[src/cse_pkg.sv]
package cse_pkg;

  // Gap shrink factor 1.247 taken as the exact ratio 1000/1247
  localparam int unsigned GAP_NUM = 1000;
  localparam int unsigned GAP_DEN = 1247;

  // gap*1000/1247 as a multiply by ceil(2^28*1000/1247) and a 28-bit shift;
  // exact for every gap below 2^20
  localparam int unsigned GAP_RECIP_SH = 28;
  localparam int unsigned GAP_RECIP    = 215265001;

  // Input mode codes
  localparam logic MODE_LOAD = 1'b0;
  localparam logic MODE_READ = 1'b1;

  // Result kind codes
  localparam logic KIND_SORT_DONE = 1'b0;
  localparam logic KIND_READ_DATA = 1'b1;

endpackage

[src/cse_gapdiv.sv]
module cse_gapdiv #(
  parameter int GW = 11
) (
  input  logic          clk,
  input  logic          rst_n,
  input  logic          start,
  input  logic [GW-1:0] gap_in,
  output logic          done,
  output logic [GW-1:0] quot
);

  localparam int SH = int'(cse_pkg::GAP_RECIP_SH);
  localparam int PW = GW + SH;

  logic          done_r, done_nxt;
  logic [GW-1:0] quot_r, quot_nxt;
  logic [PW-1:0] prod;

  // Scale the gap by the fixed-point reciprocal; the shift drops the fraction
  assign prod     = PW'(gap_in) * PW'(cse_pkg::GAP_RECIP);
  assign quot_nxt = prod[PW-1:SH];
  assign done_nxt = start;

  // Register the quotient; done follows start in the next cycle
  always_ff @(posedge clk) begin
    if (!rst_n) begin
      done_r <= 1'b0;
    end else begin
      done_r <= done_nxt;
    end
    quot_r <= quot_nxt;
  end

  assign done = done_r;
  assign quot = quot_r;

endmodule

[config.mk]
export PLATFORM = sky130hd
export DESIGN_NAME = cse_gapdiv
export DESIGN_NICKNAME = d
export VERILOG_FILES = /design/src/cse_pkg.sv /design/src/cse_gapdiv.sv
export SDC_FILE = /design/constraint.sdc
export NUM_CORES = 1
export LEC_CHECK = 0
export ABC_CLOCK_PERIOD_IN_PS = 11800
export BUFFER_PORTS_ARGS = -buffer_cell sky130_fd_sc_hd__buf_2
export CORE_ASPECT_RATIO = 0.8
export CORE_MARGIN = 10
export CORE_UTILIZATION = 60
export CTS_CLUSTER_DIAMETER = 30
export DETAILED_ROUTE_END_ITERATION = 12
export GPL_TIMING_DRIVEN = 0
export HOLD_SLACK_MARGIN = 0.06
export PLACE_DENSITY = 0.8
export SLEW_MARGIN = 20
export SYNTH_ARGS = -nofsm -noshare
export SYNTH_HDL_FRONTEND = slang
export SYNTH_SLANG_ARGS = --single-unit
[constraint.sdc]
create_clock -name clk -period 11.8 [get_ports clk]
set_clock_uncertainty 0.2 [all_clocks]
set_input_delay 2.36 -clock clk [delete_from_list [all_inputs] [get_ports clk]]
set_output_delay 2.36 -clock clk [all_outputs]
set_load 0.005 [all_outputs]
---- Word level (Yosys, flattened, before mapping) ----
Cells that the tools add are included.
storage, ports and cells
  flip-flop bits (word level) ............. 12
  input port bits ......................... 14
  word-level logic and storage cells ...... 3
cells by class
  $mul .................................... 1
operator list
  operator                number
  $mul 11x28->39 const B  1

---- Logic depth before layout (Yosys ltp) ----
  depth after elaboration ................. 1
  gate-level depth with buffers ........... 19

---- Worst setup path before layout ----
Ideal clock, no wire load.
  kind .................................... input port to flip-flop
  from .................................... input gap_in[5]
  to ...................................... register quot_r[6] (netlist: quot[6])
  data arrival time ....................... 6.821 ns
  setup slack ............................. 4.651 ns
  cell stages on the path ................. 17
  path buffers ............................ 0
  cells stage by stage .................... fa_1 fa_1 inv_1 fa_1 inv_1 fa_1 inv_1 fa_1 inv_1 ha_1 a211o_1 a2111o_1 a41oi_2 o21a_2 o21a_4 o21ai_1 xor2_1
on the way
  longest elaborated chain between the ends .. 1
RTL lines
  item                    line              RTL
  start: declaration      cse_gapdiv.sv:7   input logic [GW-1:0] gap_in,
  $mul 11x28->39          cse_gapdiv.sv:20  assign prod = PW'(gap_in) * PW'(cse_pkg::GAP_RECIP);
  named net prod[34]      cse_gapdiv.sv:17  logic [PW-1:0] prod;
  end signal: assignment  cse_gapdiv.sv:31  quot_r <= quot_nxt;
  end: declaration        cse_gapdiv.sv:16  logic [GW-1:0] quot_r, quot_nxt;
The timed path passes the listed nets, and every way through them passes these cells.
A chain may end at the register's enable or synchronous reset.

---- Final worst setup path ----
  from .................................... input gap_in[9]
  to ...................................... register quot_r[6] (netlist: quot[6])
The elaborated chain is that of the path after synthesis.

==> results.cfg <==
[timing]
grt_setup_unrepaired = no
fin_crit_sh_pct = 63.6
hold_ws_ns = 2.12
relSlewSlack_pct = 66.7
layout_min_cycle_time_ns = 7.50
final-setup-viol-count = 0
max_freq_mhz = 133
fin_tns_setup_ns = 0
slew_violations = 0
finalHoldViolCount = 0
tightest_slew_ns = 0.499

[place]
placed_area_mm2 = 0.00526
gp_congestion = 0.983
hpwl_mm = 10.3
io_buffers = 25

[logic_synthesis]
synth.avg_cell_area_um2 = 9.73
synth_area_leader_cell = fa_1
synth_top_area_share_pct = 38.8
synthCells = 514
synth_top_cells_by_area = fa_1, ha_1, inv_1
syn-cell-area_mm2 = 0.00500
syn_nets = 732
seq_area_frac_synth_pct = 4.80
ys_ff_latch = 12
synth.distinct_cells = 46
yosysWarnings = 0

[global_route]
grt_pass1_wl_mm = 19.3
grt_pass1_vias = 3946
antenna_found_initial = 0
track_usage_pct = 19.6
grt_max_degree = 12
grt_overflow = 0

[setup_path]
crit_type = input pin to register
crit_chain = buf_2 -> inv_1 -> ha_1 -> inv_1 -> fa_1 -> inv_1 -> fa_1 -> inv_1 -> fa_1 -> inv_1 -> fa_1 -> inv_1 -> ha_1 -> a211o_1 -> a2111o_1 -> a41oi_2 -> o21a_2 -> o21a_4 -> o21ai_1 -> xor2_1
cp_max_fo = 8
path_common_cell = inv_1
required_ns = 11.72
crit_path_end_kind = register
cp_slowest_cell = fa_1
startpoint_type = input pin
slowest_delay_ns = 0.56
worstPathArrival_ns = 7.42

[floorplan]
row_count = 29
core_mm2 = 0.00802
dieArea_mm2 = 0.0124
start_util_pct = 62.4
die_y_um = 102
io_pins = 26
die_w_um = 122

[pwr]
leakagePower_nw = 3.01
ir_worst_vdd_mv = 0.248
power.density_mw_per_mm2 = 257

[cts]
cts_setup_buffers = 0
cts_tree = yes
cts_resized = 0
clk_path_buf_depth = 2
cts_made_buffers = 3
cts_root_buffer = clkbuf_8
cts_hold_buf = 0
h-tree-depth = 1
clkSlewWorstSetupHoldPaths_ns = 0.05
cts.sinks = 12

[drt]
drtPass1Iterations = 5
drtIter0Drc = 246
antenna_left = 0
vias_per_cell = 5.57
routed_wl_mm = 11.3
drt-wirelength-per-cell_um = 17.4
vias = 3628
drc = 0

[run]
max-cap-violations = 0

[worst_hold_path]
hold_class = input pin to register
hold_depth = 2

[finish]
most-common-layout-cells = inv_1, ha_1, fa_1
drive_gt1_share_pct = 6.63
syn2layout_area_growth_pct = 6.30
fin_area_mm2 = 0.00532
insertedDiodeCount = 0
finalCoreUtilization_pct = 66.3
layout.cells.most_common = inv_1
nNetsFinal = 762

[outcome]
status = finished clean
logic make-up after synthesis:
family	count (synthesis)	synth area share [%]
compound gates	72	10.4
fa+ha+maj	204	65.6
flops	12	4.80
simple gates	41	4.28
buf+inv	174	13.1
xor+xnor	11	1.93
layer usage:
metal  routed length, um  global-route usage [%]  part of all wire [%]  up-vias
met1                4940                    26.5                    44     1836
li1                    -                       -                     -     1678
met5                   0                       0                     0        -
met2                5500                    32.4                    48      106
met3                 845                    4.72                   7.4        8
met4                  62                    1.90                  0.55        0
synthesized netlist by cell type, drive strengths merged:
master,count
nand3,8
a21oi,18
or4b,1
nor3b,1
nor2b,1
nand3b,1
a2111o,1
a41oi,2
o21ai,12
o211ai,3
and3,2
a2111oi,1
nand4,6
nor2,8
o22ai,1
inv,171
o21a,3
nand2b,2
ha,107
o21ba,1
fa,97
a211oi,2
clkbuf,3
xor2,3
o221ai,4
xnor2,8
a31oi,1
nor3,1
dfxtp,12
a311oi,1
o2111ai,3
and2,1
or3,1
a211o,2
o21bai,1
o211a,1
a221oi,1
nand2,7
or2,1
o311a,1
a21o,13
worst paths after layout:
check,start,end,slack [ns]
setup / recovery,gap_in[9],quot[6],4.30
hold / removal,start,done,2.12
power by group:
part	internal, W	switching [W]	total (W)
Combinational	0.000514	0.000739	0.00125
Sequential	0.0000654	0.00000386	0.0000692
Clock	0.0000295	0.0000157	0.0000452
flip-flops by register name, summed over array words and instances, names as in the netlist:
register	flops
quot	11
done	1
worst max-delay path, delay by kind of cell:
kind / cells / cell delay, ns
buf+inv: 7 / 0.74
xor+xnor: 1 / 0.16
compound gates: 6 / 1.32
fa+ha+maj: 6 / 2.82
area by class of cell:
type                            instances  area, um^2
Multi-Input combinational cell        328        4110
Fill cell                             635        2700
Inverter                              171         642
Sequential cell                        12         240
Tap cell                              108         135
Timing Repair Buffer                   25         125
Clock buffer                            4        55.1
Buffer                                  3        11.3
metrics by stage:
stage | instances | worst slack (ns) | total power, W
floorplan | 514 | 4.65 | 0.000982
global placement | 647 | 4.14 | 0.00126
detailed placement | 647 | 4.10 | 0.00130
CTS | 651 | 4.33 | 0.00136
global route | 651 | 4.13 | 0.00153
finish | 651 | 4.30 | 0.00137
Power figures use the tool's default switching activity.
